<file path="config.mk">
export PLATFORM = sky130hd
export DESIGN_NAME = sparse_challenge_sampler_core
export DESIGN_NICKNAME = d
export VERILOG_FILES = /design/src/sv/scs_pkg.sv /design/src/sv/sparse_challenge_sampler_core.sv /design/src/sv/scs_row_mem.sv /design/src/sv/scs_fill.sv /design/src/sv/scs_emit.sv
export SDC_FILE = /design/constraint.sdc
export NUM_CORES = 2
export LEC_CHECK = 0
export ABC_AREA = 0
export BUFFER_PORTS_ARGS = -buffer_cell sky130_fd_sc_hd__clkbuf_2
export CORE_UTILIZATION = 55
export DETAILED_ROUTE_END_ITERATION = 8
export GPL_TIMING_DRIVEN = 0
export MAX_ROUTING_LAYER = met4
export PLACE_DENSITY = 0.74
export SYNTH_ARGS = -nofsm -noshare
export SYNTH_HDL_FRONTEND = slang
export SYNTH_SLANG_ARGS = --single-unit
export TNS_END_PERCENT = 100
</file>
<file path="constraint.sdc">
create_clock -name clock -period 4.49 [get_ports clock]
set_input_delay 0 -clock clock [delete_from_list [all_inputs] [get_ports clock]]
set_output_delay 0 -clock clock [all_outputs]
set_load 0.1 [all_outputs]
</file>
<file path="src/sv/scs_pkg.sv">
package scs_pkg;

   localparam int unsigned POLY_SIZE       = 256;
   localparam int unsigned NUM_WORDS       = 8;
   localparam int unsigned COEFFS_PER_WORD = 32;
   localparam int unsigned CODE_BITS       = 2;
   localparam int unsigned ROW_W           = COEFFS_PER_WORD * CODE_BITS;
   localparam int unsigned ROW_BITS        = $clog2(NUM_WORDS);
   localparam int unsigned LANE_BITS       = $clog2(COEFFS_PER_WORD);
   localparam int unsigned SLOT_BITS       = $clog2(POLY_SIZE);
   localparam int unsigned FILL_BITS       = SLOT_BITS + 1;
   localparam int unsigned SIGN_W          = 64;
   localparam int unsigned SIGN_BIT_BITS   = $clog2(SIGN_W);
   localparam int unsigned SIGN_BYTES      = SIGN_W / 8;
   localparam int unsigned SEEN_BITS       = $clog2(SIGN_BYTES) + 1;
   localparam int unsigned REQ_TDATA_W     = 8;
   localparam int unsigned RSP_TDATA_W     = 72;

   typedef logic [CODE_BITS-1:0] code_type;
   typedef logic [ROW_W-1:0]     row_type;

   localparam code_type CODE_ZERO  = 2'd0;
   localparam code_type CODE_PLUS  = 2'd1;
   localparam code_type CODE_MINUS = 2'd2;

   typedef struct packed {
      logic                 en;
      logic [ROW_BITS-1:0]  row;
      logic [LANE_BITS-1:0] lane;
      code_type             code;
   } mem_wr_type;

   typedef enum logic [1:0] {
      SRC_ZERO,
      SRC_B,
      SRC_I,
      SRC_FWD
   } src_type;

endpackage

</file>
<file path="src/sv/sparse_challenge_sampler_core.sv">
// Sparse ternary challenge sampler. Bytes of the XOF stream enter on the req
// channel, one item per cycle; an item with req_tuser set starts a new
// challenge. The first eight bytes of a challenge form the sign word, and each
// later byte is a candidate position that is either rejected or swapped into the
// coefficient store by a two-stage path (input register, then the copy write).
// Every byte is accepted without a stall, except that once the final position of a
// challenge is filled the input stalls while the eight 64-bit coefficient words
// go out on the rsp channel. Each word is read from the row memories in READ
// and LOAD and presented in SEND, where it waits while rsp_tready is low.
module sparse_challenge_sampler_core
   import scs_pkg::*;
#(
   parameter int unsigned FIRST_FILL_INDEX = 196
) (
   input  logic                   clock,
   input  logic                   reset,
   input  logic                   req_tvalid,
   output logic                   req_tready,
   input  logic [REQ_TDATA_W-1:0] req_tdata,   // xof_byte
   input  logic                   req_tuser,   // first
   output logic                   rsp_tvalid,
   input  logic                   rsp_tready,
   output logic [RSP_TDATA_W-1:0] rsp_tdata,   // word_index, coeff_word, zero fill
   output logic                   rsp_tlast
);

   mem_wr_type           b_wr;
   mem_wr_type           i_wr;
   row_type              b_rd_data;
   row_type              i_rd_data;
   logic [ROW_BITS-1:0]  fill_rd_row;
   logic [ROW_BITS-1:0]  emit_rd_row;
   logic [ROW_BITS-1:0]  rd_row;
   logic [POLY_SIZE-1:0] valid_bits;
   logic                 emit_start;
   logic                 emit_done;
   logic                 hold;

   scs_fill #(
      .FIRST_FILL_INDEX(FIRST_FILL_INDEX)
   ) u_fill (
      .clock      (clock),
      .reset      (reset),
      .in_valid   (req_tvalid),
      .in_ready   (req_tready),
      .in_byte    (req_tdata),
      .in_first   (req_tuser),
      .b_rd_data  (b_rd_data),
      .i_rd_data  (i_rd_data),
      .emit_done  (emit_done),
      .b_wr       (b_wr),
      .i_wr       (i_wr),
      .rd_row     (fill_rd_row),
      .valid_bits (valid_bits),
      .emit_start (emit_start),
      .hold       (hold)
   );

   assign rd_row = hold ? emit_rd_row : fill_rd_row;

   scs_row_mem u_b_mem (
      .clock   (clock),
      .wr      (b_wr),
      .rd_row  (rd_row),
      .rd_data (b_rd_data)
   );

   scs_row_mem u_i_mem (
      .clock   (clock),
      .wr      (i_wr),
      .rd_row  (rd_row),
      .rd_data (i_rd_data)
   );

   scs_emit #(
      .FIRST_FILL_INDEX(FIRST_FILL_INDEX)
   ) u_emit (
      .clock      (clock),
      .reset      (reset),
      .start      (emit_start),
      .valid_bits (valid_bits),
      .b_rd_data  (b_rd_data),
      .i_rd_data  (i_rd_data),
      .rd_row     (emit_rd_row),
      .done       (emit_done),
      .rsp_tvalid (rsp_tvalid),
      .rsp_tready (rsp_tready),
      .rsp_tdata  (rsp_tdata),
      .rsp_tlast  (rsp_tlast)
   );

endmodule

</file>
<file path="src/sv/scs_row_mem.sv">
module scs_row_mem
   import scs_pkg::*;
(
   input  logic                clock,
   input  mem_wr_type          wr,
   input  logic [ROW_BITS-1:0] rd_row,
   output row_type             rd_data
);

   row_type mem_ff [NUM_WORDS];
   row_type rd_data_ff;

   always_ff @(posedge clock) begin
      if (wr.en) begin
         mem_ff[wr.row][{wr.lane, 1'b0} +: CODE_BITS] <= wr.code;
      end
      rd_data_ff <= mem_ff[rd_row];
   end

   assign rd_data = rd_data_ff;

endmodule

</file>
<file path="src/sv/scs_fill.sv">
module scs_fill
   import scs_pkg::*;
#(
   parameter int unsigned FIRST_FILL_INDEX = 196
) (
   input  logic                 clock,
   input  logic                 reset,
   input  logic                 in_valid,
   output logic                 in_ready,
   input  logic [7:0]           in_byte,
   input  logic                 in_first,
   input  row_type              b_rd_data,
   input  row_type              i_rd_data,
   input  logic                 emit_done,
   output mem_wr_type           b_wr,
   output mem_wr_type           i_wr,
   output logic [ROW_BITS-1:0]  rd_row,
   output logic [POLY_SIZE-1:0] valid_bits,
   output logic                 emit_start,
   output logic                 hold
);

   localparam logic [FILL_BITS-1:0] FillStart = FILL_BITS'(FIRST_FILL_INDEX);
   localparam logic [FILL_BITS-1:0] FillLast  = FILL_BITS'(POLY_SIZE - 1);

   logic                     x_valid_ff, x_valid_in;
   logic [7:0]               x_byte_ff, x_byte_in;
   logic                     x_first_ff, x_first_in;
   logic                     hold_ff, hold_in;
   logic [SIGN_W-1:0]        sign_word_ff, sign_word_in;
   logic [SEEN_BITS-1:0]     seen_ff, seen_in;
   logic [FILL_BITS-1:0]     fill_ff, fill_in;
   logic [SIGN_BIT_BITS-1:0] sbi_ff, sbi_in;
   logic                     done_ff, done_in;
   logic [POLY_SIZE-1:0]     valid_ff, valid_in;
   logic                     s2_valid_ff, s2_valid_in;
   logic                     s2_final_ff, s2_final_in;
   logic [SLOT_BITS-1:0]     s2_slot_ff, s2_slot_in;
   logic [LANE_BITS-1:0]     s2_lane_ff, s2_lane_in;
   src_type                  s2_src_ff, s2_src_in;
   code_type                 iw_code_ff, iw_code_in;

   logic                     go;
   logic                     clr;
   logic                     is_sign;
   logic                     is_take;
   logic                     is_final;
   logic [2:0]               sign_lane;
   logic [FILL_BITS-1:0]     b_wide;
   code_type                 copy_code;

   always_comb begin
      go        = x_valid_ff && !hold_ff;
      in_ready  = !x_valid_ff || !hold_ff;
      clr       = go && x_first_ff;
      b_wide    = {1'b0, x_byte_ff};
      is_sign   = go && (x_first_ff || (!done_ff && !seen_ff[SEEN_BITS-1]));
      is_take   = go && !x_first_ff && !done_ff && seen_ff[SEEN_BITS-1]
                  && !fill_ff[FILL_BITS-1] && (b_wide <= fill_ff);
      is_final  = is_take && (fill_ff == FillLast);
      sign_lane = x_first_ff ? 3'd0 : seen_ff[2:0];

      x_valid_in = x_valid_ff;
      x_byte_in  = x_byte_ff;
      x_first_in = x_first_ff;
      if (go) begin
         x_valid_in = 1'b0;
      end
      if (in_valid && in_ready) begin
         x_valid_in = 1'b1;
         x_byte_in  = in_byte;
         x_first_in = in_first;
      end

      sign_word_in = clr ? '0 : sign_word_ff;
      seen_in      = clr ? '0 : seen_ff;
      fill_in      = clr ? FillStart : fill_ff;
      sbi_in       = clr ? '0 : sbi_ff;
      done_in      = clr ? 1'b0 : done_ff;
      valid_in     = clr ? '0 : valid_ff;
      if (is_sign) begin
         sign_word_in[{sign_lane, 3'b000} +: 8] = x_byte_ff;
         seen_in = {1'b0, sign_lane} + SEEN_BITS'(1);
      end
      if (is_take) begin
         fill_in = fill_ff + FILL_BITS'(1);
         sbi_in  = sbi_ff + SIGN_BIT_BITS'(1);
         valid_in[x_byte_ff] = 1'b1;
      end
      if (is_final) begin
         done_in = 1'b1;
      end

      hold_in = hold_ff;
      if (emit_done) begin
         hold_in = 1'b0;
      end
      if (is_final) begin
         hold_in = 1'b1;
      end

      b_wr.en   = is_take;
      b_wr.row  = x_byte_ff[SLOT_BITS-1 -: ROW_BITS];
      b_wr.lane = x_byte_ff[LANE_BITS-1:0];
      b_wr.code = sign_word_ff[sbi_ff] ? CODE_MINUS : CODE_PLUS;

      s2_valid_in = is_take;
      s2_final_in = is_final;
      s2_slot_in  = fill_ff[SLOT_BITS-1:0];
      s2_lane_in  = x_byte_ff[LANE_BITS-1:0];
      if (valid_ff[x_byte_ff]) begin
         s2_src_in = SRC_B;
      end else if ((b_wide >= FillStart) && (b_wide < fill_ff)) begin
         s2_src_in = (s2_valid_ff && (s2_slot_ff == x_byte_ff)) ? SRC_FWD : SRC_I;
      end else begin
         s2_src_in = SRC_ZERO;
      end

      case (s2_src_ff)
         SRC_B:   copy_code = b_rd_data[{s2_lane_ff, 1'b0} +: CODE_BITS];
         SRC_I:   copy_code = i_rd_data[{s2_lane_ff, 1'b0} +: CODE_BITS];
         SRC_FWD: copy_code = iw_code_ff;
         default: copy_code = CODE_ZERO;
      endcase

      i_wr.en    = s2_valid_ff;
      i_wr.row   = s2_slot_ff[SLOT_BITS-1 -: ROW_BITS];
      i_wr.lane  = s2_slot_ff[LANE_BITS-1:0];
      i_wr.code  = copy_code;
      iw_code_in = s2_valid_ff ? copy_code : iw_code_ff;
   end

   always_ff @(posedge clock) begin
      if (reset) begin
         x_valid_ff   <= 1'b0;
         hold_ff      <= 1'b0;
         sign_word_ff <= '0;
         seen_ff      <= '0;
         fill_ff      <= FillStart;
         sbi_ff       <= '0;
         done_ff      <= 1'b0;
         valid_ff     <= '0;
         s2_valid_ff  <= 1'b0;
         s2_final_ff  <= 1'b0;
      end else begin
         x_valid_ff   <= x_valid_in;
         hold_ff      <= hold_in;
         sign_word_ff <= sign_word_in;
         seen_ff      <= seen_in;
         fill_ff      <= fill_in;
         sbi_ff       <= sbi_in;
         done_ff      <= done_in;
         valid_ff     <= valid_in;
         s2_valid_ff  <= s2_valid_in;
         s2_final_ff  <= s2_final_in;
      end
      x_byte_ff  <= x_byte_in;
      x_first_ff <= x_first_in;
      s2_slot_ff <= s2_slot_in;
      s2_lane_ff <= s2_lane_in;
      s2_src_ff  <= s2_src_in;
      iw_code_ff <= iw_code_in;
   end

   assign rd_row     = x_byte_ff[SLOT_BITS-1 -: ROW_BITS];
   assign valid_bits = valid_ff;
   assign emit_start = s2_final_ff;
   assign hold       = hold_ff;

endmodule

</file>
<file path="src/sv/scs_emit.sv">
module scs_emit
   import scs_pkg::*;
#(
   parameter int unsigned FIRST_FILL_INDEX = 196
) (
   input  logic                   clock,
   input  logic                   reset,
   input  logic                   start,
   input  logic [POLY_SIZE-1:0]   valid_bits,
   input  row_type                b_rd_data,
   input  row_type                i_rd_data,
   output logic [ROW_BITS-1:0]    rd_row,
   output logic                   done,
   output logic                   rsp_tvalid,
   input  logic                   rsp_tready,
   output logic [RSP_TDATA_W-1:0] rsp_tdata,
   output logic                   rsp_tlast
);

   localparam logic [SLOT_BITS-1:0] FirstSlot = SLOT_BITS'(FIRST_FILL_INDEX);
   localparam logic [ROW_BITS-1:0]  LastRow   = ROW_BITS'(NUM_WORDS - 1);

   typedef enum logic [1:0] {
      EMIT_IDLE,
      EMIT_READ,
      EMIT_LOAD,
      EMIT_SEND
   } state_type;

   state_type                  state_ff;
   logic [ROW_BITS-1:0]        row_ff;
   logic [COEFFS_PER_WORD-1:0] vrow_ff;
   row_type                    word_ff;
   row_type                    word_in;

   always_comb begin
      for (int j = 0; j < COEFFS_PER_WORD; j++) begin
         if (vrow_ff[j]) begin
            word_in[CODE_BITS*j +: CODE_BITS] = b_rd_data[CODE_BITS*j +: CODE_BITS];
         end else if ({row_ff, LANE_BITS'(j)} >= FirstSlot) begin
            word_in[CODE_BITS*j +: CODE_BITS] = i_rd_data[CODE_BITS*j +: CODE_BITS];
         end else begin
            word_in[CODE_BITS*j +: CODE_BITS] = CODE_ZERO;
         end
      end
   end

   always_ff @(posedge clock) begin
      if (reset) begin
         state_ff <= EMIT_IDLE;
         row_ff   <= '0;
      end else begin
         case (state_ff)
            EMIT_IDLE: begin
               if (start) begin
                  state_ff <= EMIT_READ;
                  row_ff   <= '0;
               end
            end
            EMIT_READ: begin
               vrow_ff  <= valid_bits[{row_ff, LANE_BITS'(0)} +: COEFFS_PER_WORD];
               state_ff <= EMIT_LOAD;
            end
            EMIT_LOAD: begin
               word_ff  <= word_in;
               state_ff <= EMIT_SEND;
            end
            EMIT_SEND: begin
               if (rsp_tready) begin
                  if (row_ff == LastRow) begin
                     state_ff <= EMIT_IDLE;
                  end else begin
                     row_ff   <= row_ff + ROW_BITS'(1);
                     state_ff <= EMIT_READ;
                  end
               end
            end
            default: begin
               state_ff <= EMIT_IDLE;
            end
         endcase
      end
   end

   assign rd_row     = row_ff;
   assign rsp_tvalid = (state_ff == EMIT_SEND);
   assign rsp_tlast  = (row_ff == LastRow);
   assign done       = rsp_tvalid && rsp_tready && rsp_tlast;
   assign rsp_tdata  = {(RSP_TDATA_W - ROW_W - ROW_BITS)'(0), word_ff, row_ff};

endmodule

</file>
==> impl_metrics.toml <==
[global_route]
grt_pass1_vias = 44500
grt_start_max_net_pins = 34
gr-total-overflow = 0
grt_pass1_wl_mm = 314
grt_util_all_layers_pct = 36.3
antenna_found_initial = 9

[finish]
drive_gt1_share_pct = 19.9
final_nets = 5109
seq_area_um2 = 43800
stdcell_area_um2 = 76300
fillers = 8968
multi_input_area_um2 = 22800
area_growth_pct = 11.9

[sta]
rsz0062_at_grt = "false"
setup_viol = 7
clock_skew_ns = 0.0364
worst_slew_pin_slew_ns = 1.48
fmax_mhz = 220
timing.final.ws_setup_ns = -0.0626
fin_crit_sh_pct = 101
timing.slew.headroom_pct = 0.847
finalHoldViolations = 0
drv_slew = 0
finalCriticalPeriod_ns = 4.55
tns_ns = -0.207
whs_ns = 0.210

[clock_tree]
htreeDepth = 4
cts.sinks = 1623
cts_buffer_depth = 3
clock_latency_ns = 0.82
cts_tree = "yes"
cts_made_buffers = 160
cts-root-buf = "clkbuf_16"
clk_pin_slew_worst_paths_ns = 0.06

[placement]
gp_congestion = 1.06
dpl_cell_area_um2 = 70700
post-place-ws_ns = -2.24
io_buffers = 82
dp_hpwl_mm = 159

[yosys]
yosys-top-cells-area = "edfxtp_1 50%, dfxtp_1 14%, mux4_2 14%"
synth-edff-count = 1131
synthesis.area_um2 = 68200
synthTopCellsByCount = "1131 x edfxtp_1, 726 x nor2_1, 492 x dfxtp_1, 435 x mux4_2, 418 x nand2_1"
synthXorXnorAreaFrac_pct = 0.231
synthArstFlopShare_pct = 0
synthAdderAreaFrac_pct = 0.605
ys_ff_latch = 1623
synth.top_cell.area_share_pct = 49.8
synth_top_family_by_area = "multiplexers"
synthSimpleGateAreaFrac_pct = 9.51
synth_compound_gate_area_share_pct = 5.22
yosysSeqAreaShare_pct = 64.2
yosys.cell_count.top_type = "edfxtp_1"
yosysTopAreaCell = "edfxtp_1"
synth_mux_area_share_pct = 17.7
synthFlopType = "edfxtp_1"
synth_cell_types = 67
syn_area_per_cell_um2 = 14.3
ys_warn_count = 0
synth_cells = 4787

[drt]
vias = 46200
wl_mm = 221
viasPerCell = 6.76
drc = 0
drt_iter0_drc = 7408
ant_nets = 0
drt-wirelength-per-cell_um = 32.4
firstDrtPassIters = 6

[power]
swShare_pct = 22.1
p_per_area_nw_per_um2 = 400
p_leak_nw = 24.3
p_switching_w = 0.00675
intPower_w = 0.0238
clockPowerShare_pct = 43.8
combPwrFrac_pct = 4.2
seqPwrFrac_pct = 52.1
peakVddDrop_v = 0.000474

[floorplan]
ios = 88
coreArea_um2 = 122000
num_rows = 128
die_x_um = 354
fp.dieH_um = 354
die_area_um2 = 125000
start_util_pct = 55.8

[setup_path]
critPathMaxFanout = 10
required_ns = 5.26
arrival_ns = 5.32
reg2reg_to = "u_fill.valid_bits[237]"
start_kind = "flip-flop"
r2r-start = "u_fill.x_byte_ff[2]"
reg2reg_slack_ns = -0.06
end_kind = "flip-flop"
reg2reg_depth = 9
crit_type = "flip-flop to flip-flop"

[run_status]
violations = "max-capacitance violations, negative setup slack"
outcome = "finished with violations"

[hold_path]
min_from = "rsp_tready"
worstHoldPathCells = 5
worstHoldEndpoint = "u_emit.state_ff[1]"
min_path_type = "input pin to flip-flop"

[run]
cap_violations = 1
## critical path: stages, from the launching register on
cell,delay (ns)
edfxtp_1,0.62
buf_2,0.55
buf_2,0.49
buf_2,0.45
buf_2,0.33
buf_2,0.45
nand3_1,0.58
clkbuf_1,0.57
nor3_1,0.27
a22o_1,0.16
## routing by layer
metal	wire [µm]	global-route usage (%)	vias up
li1	-	-	18800
met1	79300	46.7	23000
met2	97100	51.7	3648
met3	30500	10.8	740
met4	14200	20.0	0
met5	0	-	-
## cell type report
| type | instances | share of cell area (%) |
|---|---|---|
| Multi-Input combinational cell | 2739 | 29.9 |
| Clock inverter | 64 | 0.823 |
| Clock buffer | 233 | 5.95 |
| Inverter | 33 | 0.162 |
| Timing Repair Buffer | 112 | 0.957 |
| Antenna cell | 11 | 0.0361 |
| Buffer | 394 | 2.17 |
| Tap cell | 1625 | 2.66 |
| Sequential cell | 1623 | 57.4 |
## cell usage in the layout (no fill, tap or decap), types with 37 or more instances in the layout
master and count:
a21oi_1 46, buf_2 44, nor3_1 199, o21ai_0 75, mux2_2 180, o31ai_1 128, nand2_1 417, mux4_2 435
clkbuf_2 90, clkbuf_1 336, buf_1 37, a22o_1 130, dfxtp_1 492, nor2_1 724, edfxtp_1 1131, clkbuf_16 165
a31oi_1 42, nand3_1 94
## sequential cells by signal (all words and copies together), names as in the netlist, 3 cells and up
register             flops
u_b_mem.mem_ff         512
u_b_mem.rd_data         64
u_emit.rd_row            3
u_emit.vrow_ff          32
u_emit.word_ff          64
u_fill.fill_ff           9
u_fill.s2_lane_ff        5
u_fill.s2_slot_ff        8
u_fill.sbi_ff            6
u_fill.seen_ff           4
u_fill.sign_word_ff     64
u_fill.valid_bits      256
u_fill.x_byte_ff         8
u_i_mem.mem_ff         512
u_i_mem.rd_data         64
## how the worst max path moves through the flow
stage	start	end	slack, ns	cells past startpoint
after detailed placement	u_fill.x_byte_ff[0]	u_b_mem.mem_ff[3][40]	-2.24	14
after floorplan	u_fill.x_byte_ff[0]	u_b_mem.mem_ff[0][40]	0.44	14
after global placement	u_fill.x_byte_ff[0]	u_b_mem.mem_ff[3][40]	-2.21	14
after global routing	u_fill.x_byte_ff[0]	u_fill.valid_bits[31]	0.01	15
after CTS	u_fill.sbi_ff[1]	u_b_mem.mem_ff[5][43]	0.007	10
final	u_fill.x_byte_ff[2]	u_fill.valid_bits[237]	-0.06	9
## power groups by stage
| stage | sequential (W) | combinational (W) | clock [W] |
|---|---|---|---|
| floorplan | 0.0162 | 0.000737 | 0 |
| global placement | 0.0162 | 0.00118 | 0 |
| detailed placement | 0.0162 | 0.00119 | 0 |
| CTS | 0.0159 | 0.00122 | 0.0133 |
| global route | 0.0159 | 0.00130 | 0.0139 |
| finish | 0.0159 | 0.00128 | 0.0134 |
## repair_timing
action	in CTS	in global routing
buffers inserted	3	1
resized for setup	19	29
hold endpoints to repair	30	0
pin swaps	0	1
endpoints found under the setup margin	1301	750
hold buffers	23	0
## stage by stage
step | cells | power (W) | util (%)
2_1_floorplan | 4791 | 0.0169 | -
3_3_place_gp | 6498 | 0.0174 | 57.8
3_5_place_dp | 6501 | 0.0174 | 57.8
4_1_cts | 6822 | 0.0305 | 62.3
5_1_grt | 6830 | 0.0311 | 62.4
6_report | 6834 | 0.0306 | 62.4
## logic make-up after synthesis
| family | after synthesis |
|---|---|
| DFF | 1623 |
| other | 1 |
| and+or+nand+nor | 1549 |
| buffers and inverters | 429 |
| muxes | 638 |
| AOI/OAI and AO/OA | 496 |
| xor gates and xnor gates | 18 |
| adders and majority gates | 33 |
Power figures use the tool's default switching activity.
